`src/rtl/core/acms_pkg.sv`:
```
// Shared types and constants of the aggregate count-min sketch.
package acms_pkg;

    localparam int KEY_W     = 32;
    localparam int VAL_W     = 32;
    localparam int ROWS_CFG_W = 5;
    localparam int COLS_CFG_W = 11;
    localparam int ROW_IDX_W = 4;
    localparam int COL_IDX_W = 10;
    localparam int BIT_IDX_W = 5;
    localparam int HASH_W    = 32;
    localparam int STEP_W    = $clog2(HASH_W);
    localparam int APB_AW    = 3;

    localparam logic [31:0] ALL_ONES = 32'hffff_ffff;

    localparam logic [1:0] OP_SEED   = 2'd0;
    localparam logic [1:0] OP_UPDATE = 2'd1;
    localparam logic [1:0] OP_READ   = 2'd2;

    localparam logic REG_ROWS = 1'b0;
    localparam logic REG_COLS = 1'b1;

    localparam logic [ROWS_CFG_W-1:0] ROWS_RESET = 5'd4;
    localparam logic [COLS_CFG_W-1:0] COLS_RESET = 11'd1024;

    typedef struct packed {
        logic [1:0]           operation;
        logic [KEY_W-1:0]     key;
        logic [VAL_W-1:0]     value;
        logic [ROW_IDX_W-1:0] row_index;
        logic [COL_IDX_W-1:0] column_index;
        logic [BIT_IDX_W-1:0] bit_index;
        logic [31:0]          seed_word;
    } in_t;

    // One cell of the sketch; also the result of a read.
    typedef struct packed {
        logic [31:0] cell_count;
        logic [31:0] cell_sum;
        logic [31:0] cell_min;
        logic [31:0] cell_max;
    } out_t;

    localparam out_t CELL_EMPTY = '{32'd0, 32'd0, ALL_ONES, 32'd0};

    typedef struct packed {
        logic valid;
        logic update;
    } cell_req_t;

    typedef struct packed {
        logic clearing;
        logic done;
    } cell_rsp_t;

endpackage

```
`src/rtl/core/acms_mod.sv`:
```
// Iterative remainder unit: hash modulo column count, one dividend bit per cycle.
module acms_mod (
    input  logic                             aclk,
    input  logic                             aresetn,
    input  logic                             start,
    input  logic [acms_pkg::HASH_W-1:0]      dividend,
    input  logic [acms_pkg::COLS_CFG_W-1:0]  divisor,
    output logic                             done,
    output logic [acms_pkg::COLS_CFG_W-1:0]  rem
);

    localparam int RW = acms_pkg::COLS_CFG_W;

    logic                        busy_reg;
    logic                        done_reg;
    logic [acms_pkg::STEP_W-1:0] step_reg;
    logic [acms_pkg::HASH_W-1:0] dvd_reg;
    logic [RW-1:0]               div_reg;
    logic [RW-1:0]               rem_reg;

    logic [RW:0]   trial;
    logic [RW:0]   diff;
    logic          fits;
    logic [RW-1:0] rem_step;

    assign trial    = {rem_reg, dvd_reg[acms_pkg::HASH_W-1]};
    assign diff     = trial - {1'b0, div_reg};
    assign fits     = (trial >= {1'b0, div_reg});
    assign rem_step = fits ? diff[RW-1:0] : trial[RW-1:0];

    always_ff @(posedge aclk) begin
        if (!aresetn) begin
            busy_reg <= 1'b0;
            done_reg <= 1'b0;
        end else begin
            done_reg <= 1'b0;
            if (start) begin
                busy_reg <= 1'b1;
                step_reg <= '0;
                dvd_reg  <= dividend;
                div_reg  <= divisor;
                rem_reg  <= '0;
            end else if (busy_reg) begin
                rem_reg  <= rem_step;
                dvd_reg  <= dvd_reg << 1;
                step_reg <= step_reg + acms_pkg::STEP_W'(1);
                if (step_reg == acms_pkg::STEP_W'(acms_pkg::HASH_W - 1)) begin
                    busy_reg <= 1'b0;
                    done_reg <= 1'b1;
                end
            end
        end
    end

    assign done = done_reg;
    assign rem  = rem_reg;

endmodule

```
`config.mk`:
```
export PLATFORM = sky130hd
export DESIGN_NAME = acms_mod
export DESIGN_NICKNAME = d
export VERILOG_FILES = /design/src/rtl/core/acms_pkg.sv /design/src/rtl/core/acms_mod.sv
export SDC_FILE = /design/constraint.sdc
export NUM_CORES = 1
export LEC_CHECK = 0
export ABC_AREA = 0
export BUFFER_PORTS_ARGS = -buffer_cell sky130_fd_sc_hd__buf_2
export CORE_UTILIZATION = 40
export DETAILED_ROUTE_END_ITERATION = 12
export GPL_TIMING_DRIVEN = 0
export HOLD_SLACK_MARGIN = 0.06
export PLACE_DENSITY = 0.59
export REMOVE_ABC_BUFFERS = 1
export SETUP_SLACK_MARGIN = 0.2
export SLEW_MARGIN = 20
export SYNTH_ARGS = -nofsm -noshare
export SYNTH_HDL_FRONTEND = slang
export SYNTH_SLANG_ARGS = --single-unit
```
`constraint.sdc`:
```
create_clock -name aclk -period 6.6 [get_ports aclk]
set_clock_uncertainty 0.15 [all_clocks]
set_input_delay 0.99 -clock aclk [delete_from_list [all_inputs] [get_ports aclk]]
set_output_delay 0.99 -clock aclk [all_outputs]
set_load 0.005 [all_outputs]
```
==> results of run 1 <==
-- Yosys cell counts, drive strengths merged --
| master | instances |
|---|---|
| dfxtp | 2 |
| a211o | 1 |
| and2 | 1 |
| xor2 | 2 |
| edfxtp | 59 |
| a21o | 1 |
| clkbuf | 5 |
| o31ai | 3 |
| buf | 3 |
| o21a | 4 |
| nand3 | 6 |
| nand4 | 1 |
| fa | 1 |
| o21ai | 6 |
| nand2 | 14 |
| a21oi | 14 |
| nor3b | 1 |
| a21boi | 2 |
| or3b | 2 |
| a211oi | 3 |
| nand3b | 4 |
| ha | 13 |
| and4b | 1 |
| xnor2 | 4 |
| and3 | 2 |
| nand2b | 1 |
| nor2 | 18 |
| a31oi | 2 |
| o2111ai | 1 |
| nor2b | 3 |
| mux2i | 3 |
| mux2 | 31 |
| a2111oi | 1 |
| inv | 15 |
| or3 | 3 |
-- logic make-up after synthesis --
family / count (synthesis)
DFF: 61
and+or+nand+nor: 57
AOI/OAI and AO/OA: 38
muxes: 34
buffers and inverters: 23
adders and majority gates: 14
xor gates and xnor gates: 6
-- routing by layer --
layer | part of all wire, % | wire [um]
met1 | 49 | 2600
met2 | 43 | 2310
met3 | 6.6 | 349
met4 | 1.1 | 59
met5 | 0 | 0
-- stage by stage --
step | hold WS (ns) | cell area [um2] | utilization [%] | total power, mW | worst slack (ns)
finish | 0.386 | 3630 | 49.6 | 0.964 | 3.62
global route | 0.403 | 3630 | 49.6 | 1.02 | 3.45
CTS | 0.392 | 3630 | 49.5 | 0.977 | 3.59
detailed placement | 0.377 | 3450 | 47.1 | 0.669 | 3.48
global placement | 0.363 | 3440 | 47.0 | 0.668 | 2.37
floorplan | 0.341 | 3030 | - | 0.613 | 3.91
-- critical path: cells and delay by family, from the launching register on --
kind | cells | cell delay (ns)
compound gates | 4 | 1.22
fa+ha+maj | 2 | 0.61
flops | 1 | 0.34
simple gates | 2 | 0.34
buf+inv | 1 | 0.05
-- final timing paths --
check	startpoint	to	slack, ns	cells past startpoint
worst max-delay path	dvd_reg[31]	rem[10]	3.62	9
worst min-delay path	busy_reg	done	0.39	1
worst max register to register	dvd_reg[31]	rem[10]	3.62	9
worst min register to register	busy_reg	done	0.39	1
-- report_power, final --
| group | leakage [nW] | internal [mW] | total (mW) | switching [mW] |
|---|---|---|---|---|
| Sequential | 0.581 | 0.463 | 0.476 | 0.0125 |
| Clock | 0.0937 | 0.167 | 0.304 | 0.137 |
| Combinational | 0.782 | 0.0853 | 0.184 | 0.0990 |
| Total | 1.46 | 0.716 | 0.964 | 0.248 |
-- cell type report --
cell class,instances,share of cell area [%]
inverter,15,1.55
multi-input combinational,149,32.3
timing repair buffer,57,7.92
clock inverter,1,0.138
clock buffer,15,4.85
tap,99,3.41
sequential,61,49.8
==> metrics.yaml, run 1 <==
cells_and_area:
  nets: 353
  fillCellCount: 674
  instances_no_fill: 397
  layout_common_cells: "59 x edfxtp_1, 56 x buf_2, 31 x mux2_2"
  largest_reg_flops: 32
  area_growth_pct: 18.4
  layout_commonest_cell: "edfxtp_1"
  drive_above_1_share_pct: 37.2
  num_antenna_cells: 0
  seq_area_um2: 1810
  multi_input_area_um2: 1170
floorplanning:
  rows: 31
  die_y_um: 89.6
  num_io_pins: 58
  dieArea_um2: 8030
  coreArea_um2: 7330
  start_util_pct: 41.9
  fp.dieW_um: 89.6
worst_setup_path:
  cp-start-kind: "flop"
  cp_data_required_time_ns: 6.53
  worstPathArrival_ns: 2.91
  slowest_stage: "a21oi_2"
  cp_slowest_stage_delay_ns: 0.60
  crit_type: "flop to flop"
  end_kind: "flop"
  crit_path_max_fanout: 13
  crit_chain: "inv_1, ha_1, fa_1, nand2b_2, a21oi_4, o2111ai_2, a21oi_2, nor3b_1, a211o_1"
timing:
  hold_viol: 0
  relSlewSlack_pct: 53.8
  finalMaxSlewViolations: 0
  min_period_over_period_pct: 45.2
  final.setup.tns_ns: 0
  worst_pin_slew_ns: 0.693
  timing.fmax_ghz: 0.335
  min_period_ns: 2.98
  finalSetupViolCount: 0
  rsz0062_at_grt: "false"
min_path:
  hold_path_class: "flop to flop"
cts:
  cts_resized: 0
  clkSinkCount: 61
  cts_root_buf: "clkbuf_8"
  cts_buffers: 9
  insertion_delay_ns: 0.32
  htree_levels: 3
  cts_max_path_buffers: 2
  cts_tree: "done"
  postCtsSetupRepairBufs: 0
  cts.hold.buffers_added: 0
  clk_pin_slew_worst_paths_ns: 0.07
global_routing:
  grt_pass1_wl_um: 8510
  overflow: 0
  antenna_found_initial: 0
  grt.busiest_layer: "met2"
  grtUsageTotal_pct: 14.5
  use_met1_pct: 20.0
  met2_usage_pct: 20.8
  grt_max_degree: 54
  met3_usage_pct: 5.67
  grt_pass1_vias: 1782
drt:
  drt_iter0_markers: 102
  antenna_left: 0
  firstDrtPassIters: 4
  via_per_inst: 4.99
  routed_wirelength_um: 5320
  post_drt_wl_per_cell_um: 13.4
  vias: 1980
  drc: 0
synthesis:
  synth_top_area_cell: "edfxtp_1"
  synth_xor_area_share_pct: 1.71
  synthSimpleGateAreaFrac_pct: 9.42
  synth_top_family_by_area: "multiplexers"
  yosys-top-cells-area: "edfxtp_1 58%, mux2_2 11%, ha_1 5.3%"
  synth_area_per_cell_um2: 13.2
  synth.cell_area_um2: 3070
  synth_top_area_share_pct: 57.7
  muxShareOfSynthArea_pct: 12.4
  synth_warnings: 0
  synth_compound_gate_area_share_pct: 8.56
  ys_seq_elements: 61
  synth_fa_ha_area_share_pct: 5.95
  ys_seq_area_share_pct: 59.0
  synthCells: 233
  synth_cell_types: 41
place:
  numPortBuffers: 57
  placed_cells_incl_taps: 381
  gp_congestion: 0.857
  dpl.hpwl_um: 3530
run_status:
  status: "completed"
flow_run:
  maxCapViolCount: 0
pwr:
  p_leak_nw: 1.46
  ir_worst_vdd_v: 0.000131
  power_density_nw_per_um2: 265
No activity file was read; power rests on OpenSTA's default activity.
==> inputs of run 2 (changes only) <==
Clock period 6.6 ns to 3 ns, I/O delays scaled along.
==> run 2 against run 1 <==
Against the previous run: first-iteration DRC count fell by 2.9%; hold slack got worse by 0.24 ns; critical path depth did not move; wire length rose by 1.4%; register-to-register slack got worse by 3.3 ns; combinational power rose by 150%; cell count rose by 0.76%; sequential power rose by 120%; sequential share of layout area fell by 0.86 points.
==> metrics.yaml, run 2 (synthesized netlist as in run 1, its figures left out) <==
run_status:
  status: "completed"
floorplanning:
  coreArea_um2: 7330  # unchanged
  fp.dieW_um: 89.6  # unchanged
  num_io_pins: 58  # unchanged
  start_util_pct: 41.9  # unchanged
  rows: 31  # unchanged
  die_y_um: 89.6  # unchanged
  dieArea_um2: 8030  # unchanged
cells_and_area:
  drive_above_1_share_pct: 38.2  # +0.96 points
  fin_util_pct: 50.5  # +0.87 points
  layout_common_cells: "59 x edfxtp_1, 56 x buf_2, 31 x mux2_2"
  area_growth_pct: 20.5
  fillCellCount: 669  # -0.74%
  layout_commonest_cell: "edfxtp_1"
  nets: 356  # +0.85%
  num_antenna_cells: 0  # unchanged
  instances_no_fill: 400  # +0.76%
  postLayoutCellArea_um2: 3700  # +1.8%
  largest_reg_flops: 32  # unchanged
worst_setup_path:
  cp_data_required_time_ns: 3.03  # -3.50 ns
  reg2reg_to: "rem[4]"
  end_kind: "flop"
  worstPathArrival_ns: 2.69  # -0.22 ns
  crit_type: "flop to flop"
  r2r-start: "dvd_reg[31]"
  cp-start-kind: "flop"
  crit_path_max_fanout: 7  # -6
  ff2ff_setup_slack_ns: 0.33  # -3.28 ns
  r2r_cells: 9  # unchanged
pwr:
  power_switching_mw: 0.563  # +130%
  ir_worst_vdd_v: 0.000288  # +120%
  swShare_pct: 26.0  # +0.22 points
  p_clk_share_pct: 30.8  # -0.7 points
  p_leak_nw: 1.48  # +1.5%
  pwr-share-comb_pct: 20.9  # +1.8 points
  seqPwrFrac_pct: 48.3  # -1.1 points
  p_int_mw: 1.61  # +120%
  power_density_nw_per_um2: 586  # +120%
place:
  placed_cells_incl_taps: 381  # unchanged
  placed_area_um2: 3450  # unchanged
  dpl.hpwl_um: 3530  # unchanged
  numPortBuffers: 57  # unchanged
  dpl_worst_slack_ns: 0.00623  # -3.47 ns
  gp_congestion: 0.857  # unchanged
global_routing:
  grt_max_degree: 54  # unchanged
  overflow: 0  # unchanged
  grt_pass1_wl_um: 8600  # +0.97%
  antenna_found_initial: 0  # unchanged
  grtUsageTotal_pct: 14.6  # +0.12 points
  grt_pass1_vias: 1802  # +1.1%
drt:
  via_per_inst: 4.95  # -0.80%
  dr_wl_met3_um: 351  # +0.57%
  antenna_left: 0  # unchanged
  drt_iter0_markers: 99  # -2.9%
  firstDrtPassIters: 4  # unchanged
  vias: 1979  # -0.051%
  drt-met1-wl_um: 2650  # +1.9%
  post_drt_wl_per_cell_um: 13.5  # +0.69%
  top_layer: "met4"
  routed_wirelength_um: 5400  # +1.4%
  drc: 0  # unchanged
  wl_met2_um: 2320  # +0.35%
cts:
  cts_buffers: 9  # unchanged
  cts_tree: "done"
  htree_levels: 3  # unchanged
  cts_max_path_buffers: 2  # unchanged
  cts_root_buf: "clkbuf_8"
  clk_pin_slew_worst_paths_ns: 0.06  # about the same
  clkSinkCount: 61  # unchanged
  insertion_delay_ns: 0.33  # about the same
timing:
  finalMaxSlewViolations: 0  # unchanged
  timing.fmax_ghz: 0.375  # +12%
  min_period_ns: 2.67  # -0.315 ns
  min_period_over_period_pct: 88.9  # +44 points
  worst_pin_slew_ns: 0.679  # -0.0137 ns
  hold_viol: 0  # unchanged
  relSlewSlack_pct: 54.7  # +0.91 points
  rsz0062_at_grt: "true"
  whs_ns: 0.147  # -0.239 ns
  setup_ws_ns: 0.334  # -3.28 ns
  finalSetupViolCount: 0  # unchanged
min_path:
  hold_path_class: "input pin to flop"
  hp-start: "divisor[10]"
  hold_end: "div_reg[10]"
  hold_depth: 1  # unchanged
flow_run:
  maxCapViolCount: 0  # unchanged
==> run 2: metrics by stage <==
stage	total power, mW	TNS (ns)
3_3_place_gp	1.47	-33.80
5_1_grt	2.30	0
3_5_place_dp	1.47	0
4_1_cts	2.18	0
2_1_floorplan	1.35	0
6_report	2.17	0
==> run 2: repair_timing <==
item                       CTS  global route
setup buffers                3             0
setup endpoints to repair    9             3
resized for setup            1             3
pin swaps                    1             1
hold buffers                 0             0
==> run 2: critical path: stages (launching register included) <==
cell	delay, ns
edfxtp_1	0.34
inv_1	0.05
ha_1	0.21
fa_1	0.40
nand2b_2	0.23
a21oi_4	0.18
o2111ai_4	0.18
a21o_4	0.27
or3_1	0.36
a21oi_2	0.14
==> run 2: power by group through the flow <==
stage | sequential, mW | combinational [mW] | clock, mW
4_1_cts | 1.05 | 0.442 | 0.693
3_5_place_dp | 1.07 | 0.407 | 0
2_1_floorplan | 1.06 | 0.289 | 0
3_3_place_gp | 1.07 | 0.403 | 0
5_1_grt | 1.05 | 0.507 | 0.734
6_report | 1.05 | 0.453 | 0.669
==> run 2: worst max-delay path by stage <==
stage,startpoint,to,slack (ns),cells after the start
4_1_cts,dvd_reg[31],rem[4],0.29,9
3_3_place_gp,start,rem[8],-0.69,2
2_1_floorplan,dvd_reg[31],rem[10],0.38,9
5_1_grt,dvd_reg[31],rem[4],0.19,9
3_5_place_dp,dvd_reg[31],rem[10],0.006,9
6_report,dvd_reg[31],rem[4],0.33,9
==> run 2: cell type report <==
class	instances	area (um2)	area share [%]
clock buffers	15	176	4.77
clock inverters	1	5.00	0.135
inverters	15	56.3	1.52
multi-input cells	149	1200	32.5
flip-flops and latches	61	1810	49.0
well taps	99	124	3.35
repair buffers	60	323	8.73
==> run 2: layer usage <==
layer  track usage [%]  up-vias
li1                  -      992
met1              20.2      928
met2              20.9       51
met3              5.67        8
met4              5.19        0
met5                 0        -
==> inputs of run 3 (changes only) <==
Settings changed: BUFFER_PORTS_ARGS -buffer_cell sky130_fd_sc_hd__buf_2 to unset, DONT_BUFFER_PORTS set to 1, PLACE_DENSITY 0.59 to 0.52, REMOVE_ABC_BUFFERS 1 to unset.
==> run 3 against run 2 <==
Against the previous run: via count down 4.7%; setup slack lost 0.014 ns; critical path depth did not move; global-route usage up 0.47 points; core utilization is 2.0 points lower; critical endpoint unchanged; flip-flop and latch count unchanged; largest power group unchanged; combinational power shrank 5.5%; hold slack better by 0.0063 ns; register-to-register slack about the same.
==> metrics.yaml, run 3 (synthesized netlist as in run 1, its figures left out) <==
floorplanning:
  coreArea_um2: 7330  # unchanged
  start_util_pct: 41.9  # unchanged
  dieArea_um2: 8030  # unchanged
  fp.dieW_um: 89.6  # unchanged
  num_io_pins: 58  # unchanged
  rows: 31  # unchanged
  die_y_um: 89.6  # unchanged
pwr:
  ir_worst_vdd_v: 0.000296  # +3.1%
  p_leak_nw: 1.31  # -12%
  p_clk_share_pct: 31.5  # +0.7 points
  p_int_mw: 1.59  # -1.1%
  power_switching_mw: 0.572  # +1.7%
  power_density_nw_per_um2: 609  # +3.9%
  pwr-share-comb_pct: 19.8  # -1.1 points
  swShare_pct: 26.5  # +0.53 points
  seqPwrFrac_pct: 48.7  # +0.4 points
cts:
  clk_pin_slew_worst_paths_ns: 0.06  # about the same
  cts_max_path_buffers: 2  # unchanged
  cts_buffers: 9  # unchanged
  insertion_delay_ns: 0.34  # about the same
  cts_tree: "done"
  htree_levels: 3  # unchanged
  cts_root_buf: "clkbuf_8"
  clkSinkCount: 61  # unchanged
timing:
  min_period_ns: 2.68  # +0.0136 ns
  min_period_over_period_pct: 89.3  # +0.45 points
  worst_pin_slew_ns: 0.693  # +0.0143 ns
  relSlewSlack_pct: 53.8  # -0.95 points
  finalSetupViolCount: 0  # unchanged
  hold_viol: 0  # unchanged
  timing.fmax_ghz: 0.373  # -0.51%
  rsz0062_at_grt: "false"
  setup_ws_ns: 0.320  # -0.0136 ns
  finalMaxSlewViolations: 0  # unchanged
drt:
  routed_wirelength_um: 5850  # +8.3%
  drt_iter0_markers: 102  # +3.0%
  firstDrtPassIters: 4  # unchanged
  post_drt_wl_per_cell_um: 16.2  # +20%
  drc: 0  # unchanged
  vias: 1885  # -4.7%
  antenna_left: 0  # unchanged
  via_per_inst: 5.21  # +5.2%
place:
  numPortBuffers: 0  # -100%
  dpl.hpwl_um: 3880  # +9.7%
  gp_congestion: 0.798  # -6.9%
  dpl_worst_slack_ns: 0.214  # +0.208 ns
  placed_area_um2: 3200  # -7.3%
run_status:
  status: "completed"
global_routing:
  antenna_found_initial: 0  # unchanged
  grt_pass1_wl_um: 8680  # +0.97%
  grt_max_degree: 50  # -7.4%
  grt_pass1_vias: 1723  # -4.4%
  overflow: 0  # unchanged
  grtUsageTotal_pct: 15.1  # +0.47 points
cells_and_area:
  layout_commonest_cell: "edfxtp_1"
  layout_common_cells: "59 x edfxtp_1, 31 x mux2_2, 17 x nor2_1"
  num_antenna_cells: 0  # unchanged
  nets: 319  # -10%
  largest_reg_flops: 32  # unchanged
  drive_above_1_share_pct: 23.2  # -15 points
  postLayoutCellArea_um2: 3550  # -4.1%
  fin_util_pct: 48.4  # -2.0 points
  area_growth_pct: 15.6
worst_setup_path:
  cp_slowest_stage_delay_ns: 0.41  # about the same
  slowest_stage: "fa_1"
  worstPathArrival_ns: 2.72  # +0.03 ns
  crit_family: "compound AO/OA/AOI/OAI gates"
  cp_data_required_time_ns: 3.04  # about the same
  cp-start-kind: "flop"
  crit_path_max_fanout: 3  # -4
  crit_chain: "inv_1, ha_1, fa_1, nand2b_2, a21oi_4, o2111ai_4, a21o_4, or3_1, a21oi_2"
  crit_type: "flop to flop"
  path_buf_inv: 1  # unchanged
  end_kind: "flop"
min_path:
  hold_path_class: "input pin to flop"
flow_run:
  maxCapViolCount: 0  # unchanged
synthesis:
  syn-num-nets: 293
==> run 3: path summary, 6_finish.rpt <==
kind	startpoint	end	slack, ns	cells after the start
setup / recovery	dvd_reg[31]	rem[4]	0.32	9
hold reg to reg	busy_reg	done	0.37	1
setup reg to reg	dvd_reg[31]	rem[4]	0.32	9
hold / removal	aresetn	busy_reg	0.15	2
==> run 3: area by class of cell <==
| cell class | count | area (um2) |
|---|---|---|
| fill | 649 | 3780 |
| sequential | 61 | 1810 |
| multi-input combinational | 149 | 1200 |
| timing repair buffer | 15 | 140 |
| clock buffer | 9 | 124 |
| tap | 99 | 124 |
| inverter | 15 | 56.3 |
| clock inverter | 6 | 55.1 |
| buffer | 8 | 35.0 |
==> run 3: through the flow <==
step                instances  setup TNS [ns]  total power, mW  hold WS (ns)
finish                    362               0             2.16         0.154
global route              362               0             2.27         0.145
CTS                       358               0             2.15         0.141
detailed placement        332               0             1.45         0.368
global placement          332           -6.58             1.45         0.343
floorplan                 233               0             1.37         0.341
==> run 3: worst reg2reg max path, delay by kind of cell (launching register included) <==
kind            cells  cell delay (ns)
compound gates      4             0.78
fa+ha+maj           2             0.64
buf+inv             1             0.04
flops               1             0.34
simple gates        2             0.60
==> run 3: repair_timing <==
item / CTS / global route
setup buffers: 0 / 4
pin swaps: 0 / 2
endpoints found under the setup margin: 2 / 4
resized for setup: 1 / 3
hold endpoints to repair: 11 / 0
gates cloned: 0 / 0
hold buffers: 11 / 0
==> run 3: power by group through the flow <==
stage	combinational, mW	sequential [mW]	clock, mW
finish	0.428	1.05	0.681
global route	0.479	1.06	0.733
CTS	0.398	1.05	0.704
detailed placement	0.379	1.07	0
global placement	0.376	1.07	0
floorplan	0.306	1.06	0
==> run 3: metal layers <==
layer  vias to the layer above  global-route usage [%]  wire (um)
li1                        916                       -          -
met1                       912                    20.5       2720
met2                        47                    21.7       2700
met3                        10                    5.03        310
met4                         0                    7.36        113
met5                         -                       0          0
